**src/rtl/core/qfn_pkg.sv**
```systemverilog
// Shared types and constants for the quad face normal projection block.
package qfn_pkg;

  // Default port width and the widest datapath word that is carried.
  localparam int DATA_WIDTH_DEF = 32;
  localparam int MAX_W          = 32;
  localparam int DIAG_W         = MAX_W + 1;

  // Fraction bits of the unit normal (Q2.30).
  localparam int UNIT_BITS = 30;

  // Corner codes; the last corner carries the vector and triggers a result.
  localparam logic [1:0] CORNER_0    = 2'd0;
  localparam logic [1:0] CORNER_1    = 2'd1;
  localparam logic [1:0] CORNER_2    = 2'd2;
  localparam logic [1:0] CORNER_LAST = 2'd3;

  typedef logic signed [DIAG_W-1:0] diag_t;
  typedef logic signed [MAX_W-1:0]  word_t;

  // One face job: both diagonals and the vector.
  typedef struct packed {
    diag_t ax;
    diag_t ay;
    diag_t az;
    diag_t bx;
    diag_t by;
    diag_t bz;
    word_t vx;
    word_t vy;
    word_t vz;
  } job_t;

endpackage

```
**src/rtl/core/qfn_job_fifo.sv**
```systemverilog
// Two-entry job queue between the front end and the projection engine.
module qfn_job_fifo import qfn_pkg::*; (
  input  logic clk,
  input  logic rst_n,
  input  logic push,
  input  job_t push_data,
  output logic full,
  output logic valid,
  input  logic pop,
  output job_t pop_data
);

  job_t       mem_r [2];
  logic       wr_ptr_r, rd_ptr_r;
  logic [1:0] cnt_r;
  logic       do_push, do_pop;

  assign full     = (cnt_r == 2'd2);
  assign valid    = (cnt_r != 2'd0);
  assign do_push  = push && !full;
  assign do_pop   = pop && valid;
  assign pop_data = mem_r[rd_ptr_r];

  // Storage.
  always_ff @(posedge clk) begin
    if (do_push) begin
      mem_r[wr_ptr_r] <= push_data;
    end
  end

  // Pointers and fill count.
  always_ff @(posedge clk) begin
    if (!rst_n) begin
      wr_ptr_r <= 1'b0;
      rd_ptr_r <= 1'b0;
      cnt_r    <= 2'd0;
    end else begin
      if (do_push) wr_ptr_r <= !wr_ptr_r;
      if (do_pop) rd_ptr_r <= !rd_ptr_r;
      if (do_push && !do_pop) begin
        cnt_r <= cnt_r + 2'd1;
      end else if (do_pop && !do_push) begin
        cnt_r <= cnt_r - 2'd1;
      end
    end
  end

endmodule

```
**config.mk**
```make
export PLATFORM = sky130hd
export DESIGN_NAME = qfn_job_fifo
export DESIGN_NICKNAME = d
export VERILOG_FILES = /design/src/rtl/core/qfn_pkg.sv /design/src/rtl/core/qfn_job_fifo.sv
export SDC_FILE = /design/constraint.sdc
export NUM_CORES = 1
export LEC_CHECK = 0
export ABC_CLOCK_PERIOD_IN_PS = 16000
export BUFFER_PORTS_ARGS = -buffer_cell sky130_fd_sc_hd__buf_2
export CAP_MARGIN = 25
export CELL_PAD_IN_SITES_DETAIL_PLACEMENT = 2
export CELL_PAD_IN_SITES_GLOBAL_PLACEMENT = 2
export CORE_ASPECT_RATIO = 1.25
export CORE_MARGIN = 1.5
export CORE_UTILIZATION = 39
export DETAILED_ROUTE_END_ITERATION = 16
export PLACE_DENSITY_LB_ADDON = 0.1
export SYNTH_ARGS = -nofsm -noshare
export SYNTH_HDL_FRONTEND = slang
export SYNTH_SLANG_ARGS = --single-unit
export TNS_END_PERCENT = 50
```
**constraint.sdc**
```tcl
create_clock -name clk -period 16 [get_ports clk]
set_input_delay 0.8 -clock clk [delete_from_list [all_inputs] [get_ports clk]]
set_output_delay 0.8 -clock clk [all_outputs]
set_load 0.01 [all_outputs]
```
## After elaboration in Yosys (flattened, before gate mapping)

Memories as Yosys holds them, arrays and structs flattened. A register that Yosys moved wholly into a read port is not among the register bits.
Index checks and enable logic that the tools add are counted.

- Bits of input ports: 298
- Output and inout port bits: 296
- ROM bits: 0
- RAM bits: 588
- Register bits: 4
- Latch bits: 0
- Memories: 1

- Multipliers: 0
- Divide/modulo/power cells: 0
- Order comparisons: 0
- Bitwise logic cells: 0
- Mux-type cells: 6
- Reductions and logical operators: 11
- $add $sub $neg: 2
- Equality and inequality tests: 1
- Shift-type cells: 0

Memories:

| name | depth | width | read ports | clocked after memory_dff | wr ports | line | text |
|---|---|---|---|---|---|---|---|
| mem_r | 2 | 294 | 1 | 1 | 1 | qfn_job_fifo.sv:13 | `job_t mem_r [2];` |

Operators with widths:

| kind | number |
|---|---|
| $logic_not A1 Y1 | 5 |
| $logic_and A1 B1 Y1 | 4 |
| $mux W1 | 4 |
| $mux W2 | 2 |
| $reduce_bool A2 Y1 | 2 |
| $add A2 B1 Y2 const B | 1 |
| $eq A2 B2 Y1 const B | 1 |
| $sub A2 B1 Y2 const B | 1 |

## Logic depth before layout (Yosys ltp)

Gate-level depths: netlist of the first run.

- Depth after elaboration: 7
- Gate-level depth with buffers: 7
- Depth with buffers taken out: 7

## Least setup slack after synthesis of the first run

No wires, ideal clock.

- Path kind: input to register
- Start point: input push
- End point: register wr_ptr_r
- Library setup time: 0.110 ns
- Slack: 2.949 ns
- Cell stages on the path: 3
- Path buffers: 0
- Required time: 15.890 ns
- Data arrival time: 12.941 ns
- Path through: inv_1 nor3_2 o21a_1

- Cells in the longest elaborated chain, start to end: 1

RTL lines:

| item | line | text |
|---|---|---|
| start: declaration | qfn_job_fifo.sv:5 | `input logic push,` |
| $logic_and A1 B1 Y1 | qfn_job_fifo.sv:20 | `assign do_push = push && !full;` |
| end signal: assignment | qfn_job_fifo.sv:38 | `if (do_push) wr_ptr_r <= !wr_ptr_r;` |
| end: declaration | qfn_job_fifo.sv:14 | `logic wr_ptr_r, rd_ptr_r;` |

No other way between the ends.
A chain may end at the register's enable or synchronous reset.

==> impl_metrics.env, run 1 <==
export IMPL_start_kind="register"
export IMPL_regArea_um2=17800
export IMPL_syn_to_final_growth_pct=24.9
export IMPL_grt_pass1_wl_mm=82.2
export IMPL_synth_area_leaders="edfxtp_1 (78%), mux2_4 (17%), mux2_2 (1.7%), buf_6 (1.4%), dfxtp_1 (0.44%)"
export IMPL_async_reset_ff_frac=0
export IMPL_tightestPinTransition_ps=1050
export IMPL_hold_class="input pin to register"
export IMPL_synth_largest_area_cell="edfxtp_1"
export IMPL_ys_seq_area_frac=0.788
export IMPL_io_buffer_count=593
export IMPL_drc=0
export IMPL_place_inst=2260
export IMPL_pwr_share_comb=0.277
export IMPL_holdPathStages=1
export IMPL_cpPeakStageDelay_ps=750
export IMPL_reg2reg_depth=6
export IMPL_cp_arrival_ps=3480
export IMPL_postSynthCellCount=940
export IMPL_layout_common_cells="buf_2 (593), edfxtp_1 (588), mux2_4 (260)"
export IMPL_layout_drive_gt1_share=0.604
export IMPL_clk_pin_slew_worst_paths_ps=60
export IMPL_ys_warn_count=0
export IMPL_synthesis_nets=1239
export IMPL_cts_resized=0
export IMPL_cts_sinks=593
export IMPL_fp_coreArea_um2=57100
export IMPL_num_fill_cells=5268
export IMPL_synth_edff_count=588
export IMPL_p_clk_frac=0.282
export IMPL_ctsHoldBuffers=0
export IMPL_postSynthAreaPerCell_um2=24.0
export IMPL_cp_cell_sequence="buf_4 > buf_12 > mux2_4 > buf_2"
export IMPL_finalPower_mw=4.58
export IMPL_rsz0062_at_grt="false"
export IMPL_ir_drop_v=0.000201
export IMPL_dieArea_um2=59300
export IMPL_worstPathRequired_ps=15200
export IMPL_placed_cell_area_um2=26200
export IMPL_p_switching_mw=1.28
export IMPL_cp_max_fo=121
export IMPL_outcome="finished, final reports clean"
export IMPL_syn_area_um2=22500
export IMPL_grt_pass1_vias=12700
export IMPL_drtPass1Iterations=4
export IMPL_routed_wl_mm=58.9
export IMPL_crit_slowest_cell="dfxtp_4"
export IMPL_tns_ps=0
export IMPL_ys_types=23
export IMPL_min_period_ps=4280
export IMPL_slew_violations=0
export IMPL_p_leak_nw=10.9
export IMPL_die_h_um=272
export IMPL_ys_flop_type="edfxtp_1"
export IMPL_fin_worst_skew_ps=14.8
export IMPL_ant_nets=0
export IMPL_dp_slack_ps=12090
export IMPL_io_pins=594
export IMPL_vias_per_cell=4.75
export IMPL_clock_latency_ps=610
export IMPL_worst_slack_ps=11730
export IMPL_grt_overflow_total=0
export IMPL_switching_share=0.279
export IMPL_hold_viol_final=0
export IMPL_grt_usage=0.193
export IMPL_clock_root_buffer="clkbuf_16"
export IMPL_rows=98
export IMPL_setup_viol=0
export IMPL_wl_per_cell_um=24.7
export IMPL_num_vias=11300
export IMPL_gp_congestion=0.739
export IMPL_criticalPathCategory="register to output port"
export IMPL_fmax_mhz=234
export IMPL_grt_start_max_net_pins=150
export IMPL_slew_headroom=0.299
export IMPL_fin_crit_sh=0.267
export IMPL_design_area_um2=28200
export IMPL_end_kind="output port"
export IMPL_cts_buffers=59
export IMPL_intPower_mw=3.30
export IMPL_multi_input_area_um2=4430
export IMPL_fin_nets=1874
export IMPL_cts_setup_buffers=0
export IMPL_p_per_area_nw_per_um2=163
export IMPL_antenna_found_initial=30
export IMPL_ys_seq_elements=593
export IMPL_dp_hpwl_mm=40.9
export IMPL_seq_power_share=0.442
export IMPL_maxCapViolations=0
export IMPL_die_width_um=218
export IMPL_drt_initial_drc_count=500
export IMPL_cts_buffer_depth=3
export IMPL_layout_commonest_cell="buf_2"
export IMPL_layoutNonFillerInstCount=2382
export IMPL_netlist_area_leader_share=0.783
export IMPL_cts_tree="yes"
export IMPL_ctsHtreeMaxLevel=2
export IMPL_start_util=0.394
-- logic make-up after synthesis --
family,share of synthesized area
AOI/OAI and AO/OA,0.00144
xor gates and xnor gates,0.00117
adders and majority gates,0.000555
buffers and inverters,0.0163
DFF,0.788
muxes,0.190
and+or+nand+nor,0.00255
-- final timing paths --
check | from | slack (ps) | end
worst max-delay path | register | 11730 | pop_data[191]
worst min-delay path | push_data[136] | 380 | mem_r[1][136]$_DFFE_PP_
worst max register to register | cnt_r[0]$_SDFFE_PN0P_ | 12530 | mem_r[1][45]$_DFFE_PP_
worst min register to register | cnt_r[1]$_SDFFE_PN0P_ | 540 | cnt_r[1]$_SDFFE_PN0P_
-- sequential cells by signal (all words and copies together) (netlist names), named ones only --
signal / count
wr_ptr_r: 1
cnt_r: 2
mem_r: 588
rd_ptr_r: 1
-- power by group through the flow --
stage	Clock, mW	Sequential, mW	Combinational, mW
2_1_floorplan	0	2.11	0.838
3_3_place_gp	0	2.04	1.26
3_5_place_dp	0	2.06	1.28
4_1_cts	1.33	2.03	1.28
5_1_grt	1.38	2.04	1.35
6_report	1.29	2.02	1.27
-- stage by stage --
step	hold WS, ps	util
3_3_place_gp	502	0.459
4_1_cts	331	0.490
5_1_grt	346	0.493
3_5_place_dp	535	0.459
6_report	379	0.493
2_1_floorplan	479	-
-- layer usage --
| layer | part of all wire | up-vias | GRT usage |
|---|---|---|---|
| li1 | - | 5049 | - |
| met1 | 0.33 | 5725 | 0.187 |
| met2 | 0.55 | 400 | 0.360 |
| met3 | 0.086 | 120 | 0.0737 |
| met4 | 0.037 | 24 | 0.0815 |
| met5 | 0.0027 | - | 0 |
-- cell usage after synthesis, types with 2 or more instances --
master / instances
and2_1: 3
buf_2: 3
buf_6: 28
buf_8: 2
dfxtp_1: 5
edfxtp_1: 588
inv_1: 2
mux2_2: 34
mux2_4: 260
xnor2_1: 2
-- final cells by class --
| class | count | area share |
|---|---|---|
| Antenna cell | 15 | 0.00133 |
| Clock buffer | 78 | 0.0565 |
| Tap cell | 750 | 0.0333 |
| Timing Repair Buffer | 607 | 0.114 |
| Multi-Input combinational cell | 312 | 0.157 |
| Inverter | 2 | 0.000267 |
| Clock inverter | 25 | 0.00649 |
| Sequential cell | 593 | 0.631 |
-- critical path, delay by kind of cell (launching register included) --
family	cells	cell delay, ps
flip-flops	1	750
buffers and inverters	3	1510
multiplexers	1	370
Power figures use the tool's default switching activity.
==> run 2, diff against run 1 <==
--- a/config.mk
+++ b/config.mk
@@ -5,7 +5,7 @@
 export SDC_FILE = /design/constraint.sdc
 export NUM_CORES = 1
 export LEC_CHECK = 0
-export ABC_CLOCK_PERIOD_IN_PS = 16000
+export ABC_CLOCK_PERIOD_IN_PS = 3940
 export BUFFER_PORTS_ARGS = -buffer_cell sky130_fd_sc_hd__buf_2
 export CAP_MARGIN = 25
 export CELL_PAD_IN_SITES_DETAIL_PLACEMENT = 2
==> constraint.sdc (replaced) <==
create_clock -name clk -period 3.94 [get_ports clk]
set_input_delay 0.197 -clock clk [delete_from_list [all_inputs] [get_ports clk]]
set_output_delay 0.197 -clock clk [all_outputs]
set_load 0.01 [all_outputs]
==> run 2 against run 1 <==
Net effect: clock power rose to 4.2 times the previous value; routed wire length rose by 17%; non-clock buffer count rose by 303; worst setup slack got worse by 10000 ps; highest routed layer is now met4.
==> impl_metrics.env, run 2 (synthesis gave the netlist of run 1 again) <==
export IMPL_outcome="finished, final reports clean"
export IMPL_die_width_um=218
export IMPL_fmax_mhz=373
export IMPL_grt_overflow_total=0
export IMPL_grt_usage=0.228
export IMPL_clock_root_buffer="clkbuf_16"
export IMPL_cts_buffers=59
export IMPL_ctsHtreeMaxLevel=2
export IMPL_cts_buffer_depth=3
export IMPL_cts_tree="yes"
export IMPL_wl_met3_mm=5.07
export IMPL_drc=0
export IMPL_slew_headroom=0.488
export IMPL_met2WireLength_mm=36.9
export IMPL_fp_coreArea_um2=57100
export IMPL_p_leak_nw=12.2
export IMPL_hold_viol_final=0
export IMPL_setup_viol=0
export IMPL_dp_hpwl_mm=42.7
export IMPL_design_area_um2=31200
export IMPL_ctsHoldBuffers=296
export IMPL_drt_initial_drc_count=541
export IMPL_ir_drop_v=0.000449
export IMPL_routed_wl_mm=68.9
export IMPL_cp_arrival_ps=2480
export IMPL_start_kind="register"
export IMPL_layout_commonest_cell="buf_2"
export IMPL_io_buffer_count=593
export IMPL_cts_setup_buffers=0
export IMPL_drtPass1Iterations=4
export IMPL_antenna_found_initial=12
export IMPL_p_per_area_nw_per_um2=616
export IMPL_end_kind="output port"
export IMPL_wl_met1_mm=23.7
export IMPL_ant_nets=0
export IMPL_fin_crit_sh=0.680
export IMPL_cts_sinks=593
export IMPL_start_util=0.394
export IMPL_layoutNonFillerInstCount=2690
export IMPL_clock_latency_ps=610
export IMPL_largest_register="mem_r"
export IMPL_syn_to_final_growth_pct=38.5
export IMPL_placed_cell_area_um2=26400
export IMPL_grt_pass1_vias=14800
export IMPL_dieArea_um2=59300
export IMPL_rsz0062_at_grt="false"
export IMPL_num_vias=12800
export IMPL_min_period_ps=2680
export IMPL_slew_violations=0
export IMPL_cp_max_fo=91
export IMPL_fin_util=0.546
export IMPL_tns_ps=0
export IMPL_rows=98
export IMPL_gp_congestion=0.758
export IMPL_clk_pin_slew_worst_paths_ps=60
export IMPL_place_inst=2271
export IMPL_vias_per_cell=4.75
export IMPL_fin_nets=2177
export IMPL_hold_class="input pin to register"
export IMPL_largest_reg_flops=588
export IMPL_cts_resized=0
export IMPL_maxCapViolations=0
export IMPL_largestRegisters="mem_r (588), cnt_r (2)"
export IMPL_layout_common_cells="buf_2 (593), edfxtp_1 (588), dlygate4sd3_1 (296)"
export IMPL_criticalPathCategory="register to output port"
export IMPL_die_h_um=272
export IMPL_wl_per_cell_um=25.6
export IMPL_top_layer_used="met4"
export IMPL_layout_drive_gt1_share=0.516
export IMPL_fin_worst_skew_ps=16.4
export IMPL_tightestPinTransition_ps=768
export IMPL_io_pins=594
export IMPL_grt_pass1_wl_mm=97.9
export IMPL_grt_start_max_net_pins=92
export IMPL_finalPower_mw=19.2
export IMPL_worstPathRequired_ps=3740
## run 2: worst paths after layout
path / depth (start not counted) / start / slack (ps) / to
worst max-delay path: 3 / register / 1260 / pop_data[214]
worst min register to register: 2 / rd_ptr_r$_SDFFE_PN0P_ / 580 / register
worst max register to register: 3 / cnt_r[0]$_SDFFE_PN0P_ / 1720 / mem_r[1][204]$_DFFE_PP_
worst min-delay path: 3 / push / 110 / mem_r[0][286]$_DFFE_PP_
## run 2: stage by stage
step	hold WS [ps]	setup slack, ps
after floorplan	296	-4040
after global placement	385	1750
after detailed placement	389	1710
after CTS	69.5	1180
after global routing	96.6	1140
final	107	1260
## run 2: area by class of cell
type / count / area [um^2]
Antenna cell: 14 / 35.0
Clock buffer: 69 / 1510
Clock inverter: 40 / 292
Fill cell: 5082 / 25900
Inverter: 2 / 10.0
Multi-Input combinational cell: 312 / 4430
Sequential cell: 593 / 17800
Tap cell: 750 / 938
Timing Repair Buffer: 910 / 6230
## run 2: report_power, final
part / internal (mW) / switching [mW] / total (mW)
sequential: 7.93 / 0.304 / 8.23
combinational: 2.69 / 2.88 / 5.57
clock: 3.00 / 2.42 / 5.42
total: 13.6 / 5.61 / 19.2
## run 2: per-layer routing
layer / vias to the layer above / GRT usage
met2: 481 / 0.421
met3: 122 / 0.0688
met5: - / 0
met4: 0 / 0.103
li1: 5649 / -
met1: 6513 / 0.233
## run 2: critical path, cell delays in order (launching register included)
cell and delay, ps:
dfxtp_4 650, buf_12 560, mux2_4 380, buf_2 150
